[src/rtl/core/dgcc_pkg.sv]
`default_nettype none
package dgcc_pkg;
   localparam int unsigned MaxNodesDefault = 256;
   localparam int unsigned MaxEdgesDefault = 1024;
   localparam int unsigned NodeW = 8;
   localparam int unsigned CountW = 9;

   localparam logic [1:0] ErrNone = 2'd0;
   localparam logic [1:0] ErrOverflow = 2'd1;
   localparam logic [1:0] ErrRange = 2'd2;

   localparam logic [1:0] MarkWhite = 2'd0;
   localparam logic [1:0] MarkGrey = 2'd1;
   localparam logic [1:0] MarkBlack = 2'd2;

   typedef struct packed {
      logic [7:0] course;
      logic [7:0] prerequisite;
      logic edge_valid;
      logic last_edge;
   } req_type;

   typedef struct packed {
      logic can_finish;
      logic [1:0] error_code;
   } rsp_type;

   typedef enum logic [3:0] {
      ST_LOAD,
      ST_CLEAR,
      ST_RANGE_RD,
      ST_RANGE_CHK,
      ST_ROOT,
      ST_SCAN_RD,
      ST_SCAN_CHK,
      ST_DONE
   } state_type;

   // controller to datapath
   typedef struct packed {
      logic store_edge;
      logic clear_start;
      logic clear_step;
      logic range_start;
      logic range_step;
      logic root_next;
      logic root_push;
      logic scan_read;
      logic scan_adv;
      logic push_dst;
      logic pop_top;
      logic set_range_fault;
      logic set_cycle;
      logic finish;
   } cmd_type;

   // datapath to controller
   typedef struct packed {
      logic clear_done;
      logic range_done;
      logic range_bad;
      logic fault_set;
      logic roots_done;
      logic root_white;
      logic stack_empty;
      logic scan_end;
      logic scan_match;
      logic dst_out;
      logic dst_grey;
      logic dst_white;
      logic stack_full;
   } sts_type;
endpackage
`default_nettype wire

[src/rtl/core/dgcc_ctrl.sv]
`default_nettype none
module dgcc_ctrl (
   input wire logic clock,
   input wire logic reset,
   input wire logic req_valid,
   output logic req_stall,
   input wire dgcc_pkg::req_type req_data,
   output logic rsp_valid,
   input wire logic rsp_stall,
   input wire dgcc_pkg::sts_type sts,
   output dgcc_pkg::cmd_type cmd
);
   import dgcc_pkg::*;

   state_type state_ff, state_in;
   logic rsp_valid_ff, rsp_valid_in;
   logic req_fire;

   // loading stalls while a check runs or a result waits
   assign req_stall = (state_ff != ST_LOAD) || rsp_valid_ff;
   assign req_fire = req_valid && !req_stall;
   assign rsp_valid = rsp_valid_ff;

   always_comb begin
      state_in = state_ff;
      unique case (state_ff)
         ST_LOAD: begin
            if (req_fire && req_data.last_edge) begin
               state_in = ST_CLEAR;
            end
         end
         ST_CLEAR: begin
            if (sts.clear_done) begin
               state_in = sts.fault_set ? ST_DONE : ST_RANGE_RD;
            end
         end
         ST_RANGE_RD: begin
            state_in = sts.range_done ? ST_ROOT : ST_RANGE_CHK;
         end
         ST_RANGE_CHK: begin
            state_in = sts.range_bad ? ST_DONE : ST_RANGE_RD;
         end
         ST_ROOT: begin
            if (sts.roots_done) begin
               state_in = ST_DONE;
            end else if (sts.root_white) begin
               state_in = ST_SCAN_RD;
            end
         end
         ST_SCAN_RD: begin
            if (sts.stack_empty) begin
               state_in = ST_ROOT;
            end else if (!sts.scan_end) begin
               state_in = ST_SCAN_CHK;
            end
         end
         ST_SCAN_CHK: begin
            if (sts.scan_match && !sts.dst_out && sts.dst_grey) begin
               state_in = ST_DONE;
            end else begin
               state_in = ST_SCAN_RD;
            end
         end
         ST_DONE: begin
            state_in = ST_LOAD;
         end
         default: state_in = ST_LOAD;
      endcase
   end

   always_comb begin
      cmd = '0;
      rsp_valid_in = rsp_valid_ff && rsp_stall;
      unique case (state_ff)
         ST_LOAD: begin
            cmd.store_edge = req_fire && req_data.edge_valid;
            cmd.clear_start = req_fire && req_data.last_edge;
         end
         ST_CLEAR: begin
            cmd.clear_step = 1'b1;
            cmd.range_start = sts.clear_done;
         end
         ST_RANGE_RD: begin
            cmd = '0;
         end
         ST_RANGE_CHK: begin
            // edge under test is on the read port now, move on to the next one if it is in range
            cmd.range_step = !sts.range_bad;
            cmd.set_range_fault = sts.range_bad;
         end
         ST_ROOT: begin
            cmd.root_push = !sts.roots_done && sts.root_white;
            cmd.root_next = !sts.roots_done;
         end
         ST_SCAN_RD: begin
            cmd.scan_read = !sts.stack_empty && !sts.scan_end;
            cmd.pop_top = !sts.stack_empty && sts.scan_end;
         end
         ST_SCAN_CHK: begin
            cmd.scan_adv = 1'b1;
            cmd.set_cycle = sts.scan_match && !sts.dst_out && sts.dst_grey;
            cmd.push_dst = sts.scan_match && !sts.dst_out && sts.dst_white
               && !sts.stack_full;
         end
         ST_DONE: begin
            cmd.finish = 1'b1;
            rsp_valid_in = 1'b1;
         end
         default: cmd = '0;
      endcase
   end

   always_ff @(posedge clock) begin
      if (reset) begin
         state_ff <= ST_LOAD;
         rsp_valid_ff <= 1'b0;
      end else begin
         state_ff <= state_in;
         rsp_valid_ff <= rsp_valid_in;
      end
   end
endmodule
`default_nettype wire

[config.mk]
export PLATFORM = sky130hd
export DESIGN_NAME = dgcc_ctrl
export DESIGN_NICKNAME = d
export VERILOG_FILES = /design/src/rtl/core/dgcc_pkg.sv /design/src/rtl/core/dgcc_ctrl.sv
export SDC_FILE = /design/constraint.sdc
export NUM_CORES = 1
export LEC_CHECK = 0
export BUFFER_PORTS_ARGS = -buffer_cell sky130_fd_sc_hd__buf_4
export CAP_MARGIN = 0
export CORE_MARGIN = 10
export CORE_UTILIZATION = 32
export DETAILED_ROUTE_END_ITERATION = 10
export PLACE_DENSITY_LB_ADDON = 0.12
export SLEW_MARGIN = 10
export SYNTH_ARGS = -nofsm -noshare
export SYNTH_HDL_FRONTEND = slang
export SYNTH_SLANG_ARGS = --single-unit
[constraint.sdc]
create_clock -name clock -period 1.5 [get_ports clock]
set_input_delay 0.375 -clock clock [delete_from_list [all_inputs] [get_ports clock]]
set_output_delay 0.375 -clock clock [all_outputs]
set_load 0.02 [all_outputs]
==> results.md, run 1 <==
- DP Area: just over 800 um^2
- Drt pass-1 iters: 4
- Slew @ Worst Pin: between 200 and 250 ps
- Drt via density: between 5 and 6
- Synth cell types: 36
- Crit path capture type: output port
- First-pass GRT wire length: between 2000 and 3000 um
- CTS tree: yes
- Switch Pwr: approximately 0.74 mW
- Synthesized area: approximately 450 um^2
- I/O Pins: 51
- CTS sink cnt: 4
- Max-slew headroom: between 80 and 90%
- Status: finished with violations
- Worst-path clk slew: roughly 40 ps
- HP Class: in -> reg
- PD cells: around 1700 mW/mm^2
- Per-cell routed wire length: roughly 16 um
- Grt ovf: 0
- Count of final hold-check violations: 0
- VDD IR-drop max: 0.00135 V
- Design area: 952 um^2
- Clk buf depth: 2
- Pint: a little over 0.9 mW
- Core area: between 0.001 and 0.0015 mm^2
- Register area: around 91 um^2
- Min Tclk post-route: between 1500 and 2000 ps
- Final setup viols: 11
- Clock share of power: about 8%
- Seq pwr share: between 15 and 20%
- Vias in the first global route: roughly 600
- Synthesized Nets: ~90
- Vias: roughly 590
- Flops & latches, synth: 4
- Fin. max-slew vios: 0
- Failing checks: setup timing
- Crit path required time: between 1000 and 1500 ps
- Post-Syn Area per Cell: roughly 7.9 um^2
- Period Utilization, post-route: 107%
- Worst skew pair latency: ~240 ps
- Hpwl dp: between 1000 and 1500 um
- Die X-Extent: between 50 and 60 um
- Leakage power: between 0.4 and 0.5 nW
- Unrepaired setup endpoints after global routing: true
- Final net count: 140
- Gate count of the mapped netlist: 57
- FP Rows: 13
- Pin count of the biggest net entering global routing: 9
- Setup crit start kind: flop
- Clk_skew: 2.05 ps
- ANT cells: 0
- CP Class: reg -> out
- # fillers: 106
- Die area: 0.00330 mm^2
- IO Port Bufs: 34
- RePlAce Congestion: between 0.8 and 0.9
- H-tree levels: 1
- Area grow syn2layout: 112%
- Final WL: 1880 um
- Initial Utilization: about a third
- Synth warnings: 0
- Maximum fanout along the worst path: 6
- Net Sw Frac: 44.8%
- DR DRC count: 0
- Multi-input gate area: about 420 um^2
- Post-route antenna net violation count: 0
- Clock Tree Root: clkbuf_4
- Combinational cell fraction of total power: about three quarters
- Chip height: about 57 um
- Sequential-to-total area share from yosys stat: 17.8%
- Max Cap Violations: 0
- Initial DRC Count: 6
- Setup TNS: -616 ps
- Max Clock Freq: roughly 0.62 GHz
- Final Util: between 70 and 80%
- GRT Total Usage: between 10% and 20%
- Initial antenna violation count: 0
- Layout cells sized above 1: between 60% and 70%
- Total CTS buffers: 3
- Final setup margin: -109 ps
- CP Data Arrival Time: approximately 1200 ps
==> synthesized netlist by cell type <==
master / n / area (um^2)
a211oi_1: 1 / 7.51
a211oi_2: 1 / 12.5
a21oi_1: 2 / 10.0
a21oi_2: 1 / 8.76
a22oi_2: 1 / 12.5
a31oi_1: 2 / 12.5
and2_1: 2 / 12.5
and2b_1: 1 / 7.51
and3_1: 1 / 6.26
and3_4: 1 / 11.3
and3b_1: 1 / 8.76
and3b_4: 1 / 12.5
and4b_1: 2 / 20.0
buf_2: 1 / 5.00
buf_4: 1 / 7.51
buf_6: 1 / 11.3
clkbuf_4: 1 / 7.51
dfxtp_1: 4 / 80.1
inv_1: 2 / 7.51
mux2i_1: 1 / 10.0
nand2_1: 4 / 15.0
nand2_2: 1 / 6.26
nand2b_1: 3 / 18.8
nand3b_1: 1 / 7.51
nand4bb_1: 1 / 11.3
nor2_1: 7 / 26.3
nor2b_1: 1 / 6.26
nor3_1: 1 / 5.00
nor3_2: 1 / 10.0
nor3b_1: 2 / 15.0
nor4b_1: 1 / 8.76
nor4b_2: 1 / 15.0
o2111ai_1: 1 / 8.76
o21ai_0: 2 / 10.0
o21ai_1: 1 / 5.00
o311ai_1: 1 / 8.76
==> registers in the layout, indices dropped and copies added (netlist names) <==
signal,cells
rsp_valid,1
state_ff,3
==> worst paths after layout <==
check | endpoint | slack [ps] | cells after the start | startpoint
setup / recovery | cmd[4] | -110 | 3 | state_ff[0]
hold / removal | state_ff[1] | 330 | 2 | reset
setup reg to reg | state_ff[0] | 80 | 7 | state_ff[1]
hold reg to reg | rsp_valid | 540 | 2 | rsp_valid
==> area by class of cell <==
cell class | count | area share, %
sequential | 4 | 9.59
tap | 15 | 1.97
inverter | 2 | 0.788
multi-input combinational | 47 | 43.9
clock buffer | 3 | 2.37
timing repair buffer | 47 | 41.4
==> per-stage QoR <==
stage               power (mW)  setup WS [ps]  hold WS [ps]  cells
global route              1.76           -156           320    118
detailed placement        1.21           10.2           532    112
floorplan                0.844           -136           444     57
global placement          1.20           4.25           533    112
finish                    1.66           -109           332    118
CTS                       1.53           -110           323    117
==> power by group through the flow <==
stage               logic (mW)  registers (mW)  clock network, mW
floorplan                0.673           0.171                  0
global placement         0.977           0.219                  0
detailed placement       0.995           0.218                  0
CTS                       1.13           0.257              0.136
global route              1.33           0.278              0.154
finish                    1.26           0.266              0.137
==> critical path, stage by stage (launching register included) <==
cell and delay (ps):
dfxtp_4 380, and3b_4 310, and4b_1 180, buf_4 140
==> cell usage in the layout (no fill, tap or decap), drive strengths merged <==
| cell | instances |
|---|---|
| mux2i | 1 |
| and2 | 2 |
| nand4bb | 1 |
| o311ai | 1 |
| a21oi | 3 |
| and4b | 2 |
| nor3b | 2 |
| nor2b | 1 |
| nor2 | 7 |
| dfxtp | 4 |
| and3 | 2 |
| clkbuf | 3 |
| nand2 | 5 |
| o2111ai | 1 |
| nand3b | 1 |
| a22oi | 1 |
| and3b | 2 |
| nand2b | 3 |
| buf | 47 |
| and2b | 1 |
| nor4b | 2 |
| o21ai | 3 |
| nor3 | 2 |
| inv | 2 |
| a211oi | 2 |
| a31oi | 2 |
==> cell families (layout without fill, tap and decap cells) <==
family,Yosys count,in the layout,share of synthesized area [%]
AO/OA/AOI/OAI,13,13,21.4
buffers and inverters,6,52,8.64
AND/OR/NAND/NOR,33,33,49.9
flip-flops,4,4,17.8
multiplexers,1,1,2.23
==> per-layer routing <==
metal,up-vias,track usage [%],wire [um]
met5,-,0,0
met4,0,3.02,8
met3,2,4.42,124
met2,21,19.2,1020
met1,264,11.8,727
li1,305,-,-
==> repair_timing <==
action / 4_1_cts / 5_1_grt
pin swaps: 5 / 4
hold buffers: 0 / 0
buffers inserted: 2 / 1
endpoints found under the setup margin: 15 / 14
gates resized for setup: 21 / 8
Power figures use the tool's default switching activity.
==> run 2: changes to the inputs <==
--- a/config.mk
+++ b/config.mk
@@ -5,6 +5,8 @@
 export SDC_FILE = /design/constraint.sdc
 export NUM_CORES = 1
 export LEC_CHECK = 0
+export ABC_AREA = 1
+export ABC_CLOCK_PERIOD_IN_PS = 1500
 export BUFFER_PORTS_ARGS = -buffer_cell sky130_fd_sc_hd__buf_4
 export CAP_MARGIN = 0
 export CORE_MARGIN = 10
==> results.md, run 2 <==
- Synth cell types: 18
- Per-cell routed wire length: 12.1 um
- Combinational cell fraction of total power: roughly three quarters
- Drt via density: approximately 4.7
- Clock Tree Root: clkbuf_4
- Min Tclk post-route: between 1500 and 2000 ps
- Crit path capture type: output port
- Setup TNS: -141 ps
- Worst R2R Setup Slack: around 40 ps
- I/O Pins: between 50 and 60
- CTS sink cnt: 4
- Final net count: ~170
- Max-slew headroom: approximately three quarters
- Hold Path End: state_ff[1]
- Count of final hold-check violations: 0
- ANT cells: 0
- Post-Syn Area per Cell: ~5.4 um^2
- IO Port Bufs: 34
- Post-synth ARST share: 0%
- Number of synthesized flops with an enable pin: 0
- Synthesized area: around 440 um^2
- Seq pwr share: about 16%
- Most frequent cells in the layout: 39 x buf_4, 14 x inv_1, 14 x nand2_1
- FP Rows: 13
- Inst Count DP: around 130
- Leakage power: 0.490 nW
- HP Class: in -> reg
- Sequential-to-total area share from yosys stat: a little under a fifth
- Final setup margin: -38.4 ps
- RePlAce Congestion: 0.800
- Net Sw Frac: a little under half
- Synth Flop Type: dfxtp_1
- Vias: roughly 670
- Area grow syn2layout: 105%
- Max Clock Freq: about 0.65 GHz
- Gate count of the mapped netlist: 82
- Yosys top cell by area: dfxtp_1
- Synthesized Nets: roughly 120
- Initial antenna violation count: 0
- # fillers: ~110
- Register bank with the most flops: state_ff
- Die area: between 0.003 and 0.004 mm^2
- H-tree levels: 1
- Clk_skew: 1.50 ps
- Flops & latches, synth: 4
- Failing checks: setup timing
- Chip height: 57.2 um
- Max reg flops: 3
- Core area: ~0.0013 mm^2
- Synth warnings: 0
- Commonest non-fill, non-tap cell in the layout: buf_4
- Worst r2r src: state_ff[0]
- Status: finished with violations
- Synth top cells by count: 16 x inv_1, 16 x nor2_1, 15 x nand2_1
- Maximum fanout along the worst path: 3
- Drt pass-1 iters: 4
- Switch Pwr: 0.686 mW
- Reg2reg path depth: 12
- VDD IR-drop max: approximately 0.0009 V
- Layout cells sized above 1: between 50% and 60%
- Worst skew pair latency: between 200 and 250 ps
- Final setup viols: 9
- Top cell type's share of synthesized area: approximately 18%
- Grt ovf: 0
- Unrepaired setup endpoints after global routing: true
- Pin count of the biggest net entering global routing: 10
- Ranking of synthesized cells by area: dfxtp_1 18%, inv_1 14%, nor2_1 14%
- Die X-Extent: between 50 and 60 um
- Max Cap Violations: 0
- Cells on Worst Hold Path: 2
- Fin. max-slew vios: 0
- Final WL: approximately 1700 um
- Reg2Reg Capture Point: state_ff[0]
- CTS tree: yes
- Hpwl dp: about 1300 um
- Pint: between 0.7 and 0.8 mW
- Initial Utilization: 33.9%
- First-pass GRT wire length: 2790 um
- Non-Filler Instances: between 100 and 150
- Initial DRC Count: 11
- Slew @ Worst Pin: 361 ps
- Total CTS buffers: 3
- Crit path required time: 1120 ps
- Clk buf depth: 2
- Post-route antenna net violation count: 0
- DR DRC count: 0
- PD cells: 1590 mW/mm^2
- Period Utilization, post-route: 103%
- Clock share of power: under 10%
- Vias in the first global route: roughly 650
- CP Class: reg -> out
- Worst hold start: reset
- GRT Total Usage: 10.3%
- CP Data Arrival Time: ~1200 ps
- Worst-path clk slew: roughly 40 ps
- Setup crit start kind: flop
[run 2: changes by cell type in the layout (fill, tap and decap cells not counted), sizes merged, moves of 11 or more]
cell   before  now
nand2       5   17
nor2        7   18
nand3       0   11
inv         2   18
[run 2: logic make-up (layout without fill, tap and decap cells)]
kind of cell / after synthesis / count (layout) / share of synthesized area [%]
flip-flops: 4 / 4 / 18.1
AND/OR/NAND/NOR: 56 / 56 / 60.1
buffers and inverters: 19 / 65 / 17.8
AO/OA/AOI/OAI: 3 / 3 / 3.96
[run 2: worst max path at each step]
stage / to / from / slack [ps]
floorplan: cmd[7] / state_ff[1] / 30
global placement: cmd[12] / state_ff[2] / 80
detailed placement: cmd[13] / state_ff[2] / 30
CTS: cmd[2] / state_ff[0] / -50
global route: cmd[2] / state_ff[2] / -100
finish: cmd[13] / state_ff[1] / -40
[run 2: layer usage]
| layer | vias to the layer above | track usage (%) | share of wire [%] |
|---|---|---|---|
| met5 | - | 0 | 0 |
| met4 | 0 | 2.35 | 1.1 |
| met3 | 2 | 5.09 | 6.8 |
| met2 | 22 | 18.6 | 54 |
| met1 | 293 | 10.3 | 38 |
| li1 | 348 | - | - |
[run 2: critical path, cell delays in order (launching register included)]
cell     delay [ps]
dfxtp_4         360
nor3_4          200
nand3_2          90
nor2_1          120
buf_4           160
[run 2: timing repair]
action | CTS | global route
setup endpoints to repair | 14 | 15
resized for setup | 22 | 8
hold buffers | 0 | 0
pin swaps | 4 | 6
buffers inserted | 6 | 1
[run 2: power by group through the flow]
| stage | Clock, mW | Combinational [mW] | Sequential [mW] |
|---|---|---|---|
| after floorplan | 0 | 0.536 | 0.184 |
| after global placement | 0 | 0.794 | 0.184 |
| after detailed placement | 0 | 0.802 | 0.185 |
| after CTS | 0.139 | 1.04 | 0.228 |
| after global routing | 0.146 | 1.17 | 0.241 |
| final | 0.131 | 1.08 | 0.235 |
[run 2: cell type report]
cell class	count	area [um^2]	share of cell area, %
multi-input cells	59	349	38.5
inverters	18	77.6	8.56
repair buffers	44	349	38.5
clock buffers	3	22.5	2.49
flip-flops and latches	4	88.8	9.81
well taps	15	18.8	2.07
[run 2: through the flow]
stage / setup slack (ps) / utilization, % / instance area (um^2) / power [mW] / hold WS (ps)
after floorplan: 31.0 / - / 442 / 0.720 / 444
after global placement: 82.0 / 55.9 / 727 / 0.977 / 479
after detailed placement: 34.4 / 55.9 / 727 / 0.987 / 484
after CTS: -46.2 / 67.1 / 873 / 1.40 / 309
after global routing: -104 / 69.6 / 906 / 1.56 / 316
final: -38.4 / 69.6 / 906 / 1.44 / 314
==> run 3: changes to the inputs <==
--- a/config.mk
+++ b/config.mk
@@ -13,6 +13,7 @@
 export CORE_UTILIZATION = 32
 export DETAILED_ROUTE_END_ITERATION = 10
 export PLACE_DENSITY_LB_ADDON = 0.12
+export SKIP_LAST_GASP = 1
 export SLEW_MARGIN = 10
 export SYNTH_ARGS = -nofsm -noshare
 export SYNTH_HDL_FRONTEND = slang
==> results.md, run 3 (synthesized netlist as in run 2, its figures left out) <==
- HP Class: in -> reg
- Slew @ Worst Pin: ~360 ps
- PD cells: roughly 1600 mW/mm^2
- Max-slew headroom: approximately three quarters
- Area grow syn2layout: 111%
- Initial Utilization: between 30% and 40%
- Slowest cell on crit path: dfxtp_4
- Layout cells sized above 1: between 50% and 60%
- Initial antenna violation count: 0
- Setup crit start kind: flop
- Final net count: roughly 170
- Clk buf depth: 2
- Crit path required time: between 1000 and 1500 ps
- Pin count of the biggest net entering global routing: 10
- Per-cell routed wire length: 12.3 um
- Multi-input gate area: ~360 um^2
- Die X-Extent: about 57 um
- # fillers: 104
- Clk_skew: approximately 1.9 ps
- Pwr Total: 1.46 mW
- Leakage power: between 0.5 and 0.6 nW
- Initial DRC Count: 11
- Hold buffers post-CTS: 0
- Hpwl dp: about 1300 um
- VDD IR-drop max: ~0.00091 V
- Worst-path clk slew: approximately 40 ps
- IO Port Bufs: 34
- Core area: between 0.001 and 0.0015 mm^2
- First-pass GRT wire length: around 2800 um
- FP Rows: 13
- Min Tclk post-route: between 1500 and 2000 ps
- Drt via density: about 4.6
- Final WL: between 1500 and 2000 um
- Clock Tree Root: clkbuf_4
- GRT Total Usage: between 10% and 20%
- CP Cell Sequence: nor3_4 > nand3_2 > nor2_1 > buf_4
- Final setup margin: -45.3 ps
- Chip height: 57.2 um
- DR DRC count: 0
- Total CTS buffers: 3
- CP Data Arrival Time: 1170 ps
- Vias: 669
- Setup TNS: -140 ps
- Commonest non-fill, non-tap cell in the layout: buf_4
- Fin. max-slew vios: 0
- Unrepaired setup endpoints after global routing: true
- Vias in the first global route: 653
- Max reg flops: 3
- Final Util: around 72%
- Crit path capture type: output port
- Final setup viols: 7
- Maximum fanout along the worst path: 3
- CTS tree: yes
- Die area: about 0.0033 mm^2
- H-tree levels: 1
- Most frequent cells in the layout: 39 x buf_4, 13 x inv_1, 13 x nand2_1
- Register bank with the most flops: state_ff
- Grt ovf: 0
- I/O Pins: between 50 and 60
- RePlAce Congestion: about 0.8
- Status: finished with violations
- CP Class: reg -> out
- Max incr delay on CP: between 300 and 400 ps
- Drt pass-1 iters: 4
- Failing checks: setup timing
- Period Utilization, post-route: 103%
- Post-route antenna net violation count: 0
- ANT cells: 0
- Max Cap Violations: 0
- CTS sink cnt: 4
- Worst skew pair latency: roughly 230 ps
- Max Clock Freq: between 0.6 and 0.7 GHz
- Register area: a little under 90 um^2
- Count of final hold-check violations: 0
run 3: worst paths after layout:
path	start	to	slack, ps	depth (start not counted)
setup reg to reg	state_ff[0]	state_ff[0]	120	11
hold / removal	reset	state_ff[1]	320	2
setup / recovery	state_ff[1]	cmd[13]	-50	4
hold reg to reg	rsp_valid	rsp_valid	500	2
run 3: stage by stage:
| stage | hold slack (ps) | setup WS, ps | instance area (um^2) | cells |
|---|---|---|---|---|
| final | 316 | -45.3 | 932 | 144 |
| after global routing | 316 | -109 | 932 | 144 |
| after CTS | 309 | -46.2 | 873 | 142 |
| after detailed placement | 484 | 34.4 | 727 | 133 |
| after global placement | 479 | 82.0 | 727 | 133 |
| after floorplan | 444 | 31.0 | 442 | 82 |
run 3: layer usage:
| layer | vias up | part of all wire [%] | global-route usage [%] |
|---|---|---|---|
| li1 | 347 | - | - |
| met1 | 298 | 37 | 10.3 |
| met2 | 22 | 55 | 18.6 |
| met3 | 2 | 6.8 | 5.09 |
| met4 | 0 | 1.1 | 2.35 |
| met5 | - | 0 | 0 |
run 3: layout make-up:
type                       count  area share (%)
sequential                     4            9.53
tap                           15            2.01
multi-input combinational     59            39.1
inverter                      18            8.32
clock buffer                   3            2.42
timing repair buffer          45            38.7
run 3: power by group:
part	total [mW]	switching, mW	internal [mW]
clock	0.131	0.0417	0.0893
combinational	1.09	0.579	0.515
sequential	0.239	0.0814	0.157
total	1.46	0.703	0.762
run 3: repair_timing:
action                                  in CTS  in global routing
buffers inserted                             6                  3
endpoints found under the setup margin      14                 15
endpoints found under the hold margin        0                  0
pin swaps                                    4                 10
gates resized for setup                     21                 15
run 3: worst max-delay path, delay by kind of cell, from the launching register on:
kind / cells / cell delay, ps
AND/OR/NAND/NOR: 3 / 410
buffers and inverters: 1 / 160
flip-flops: 1 / 360
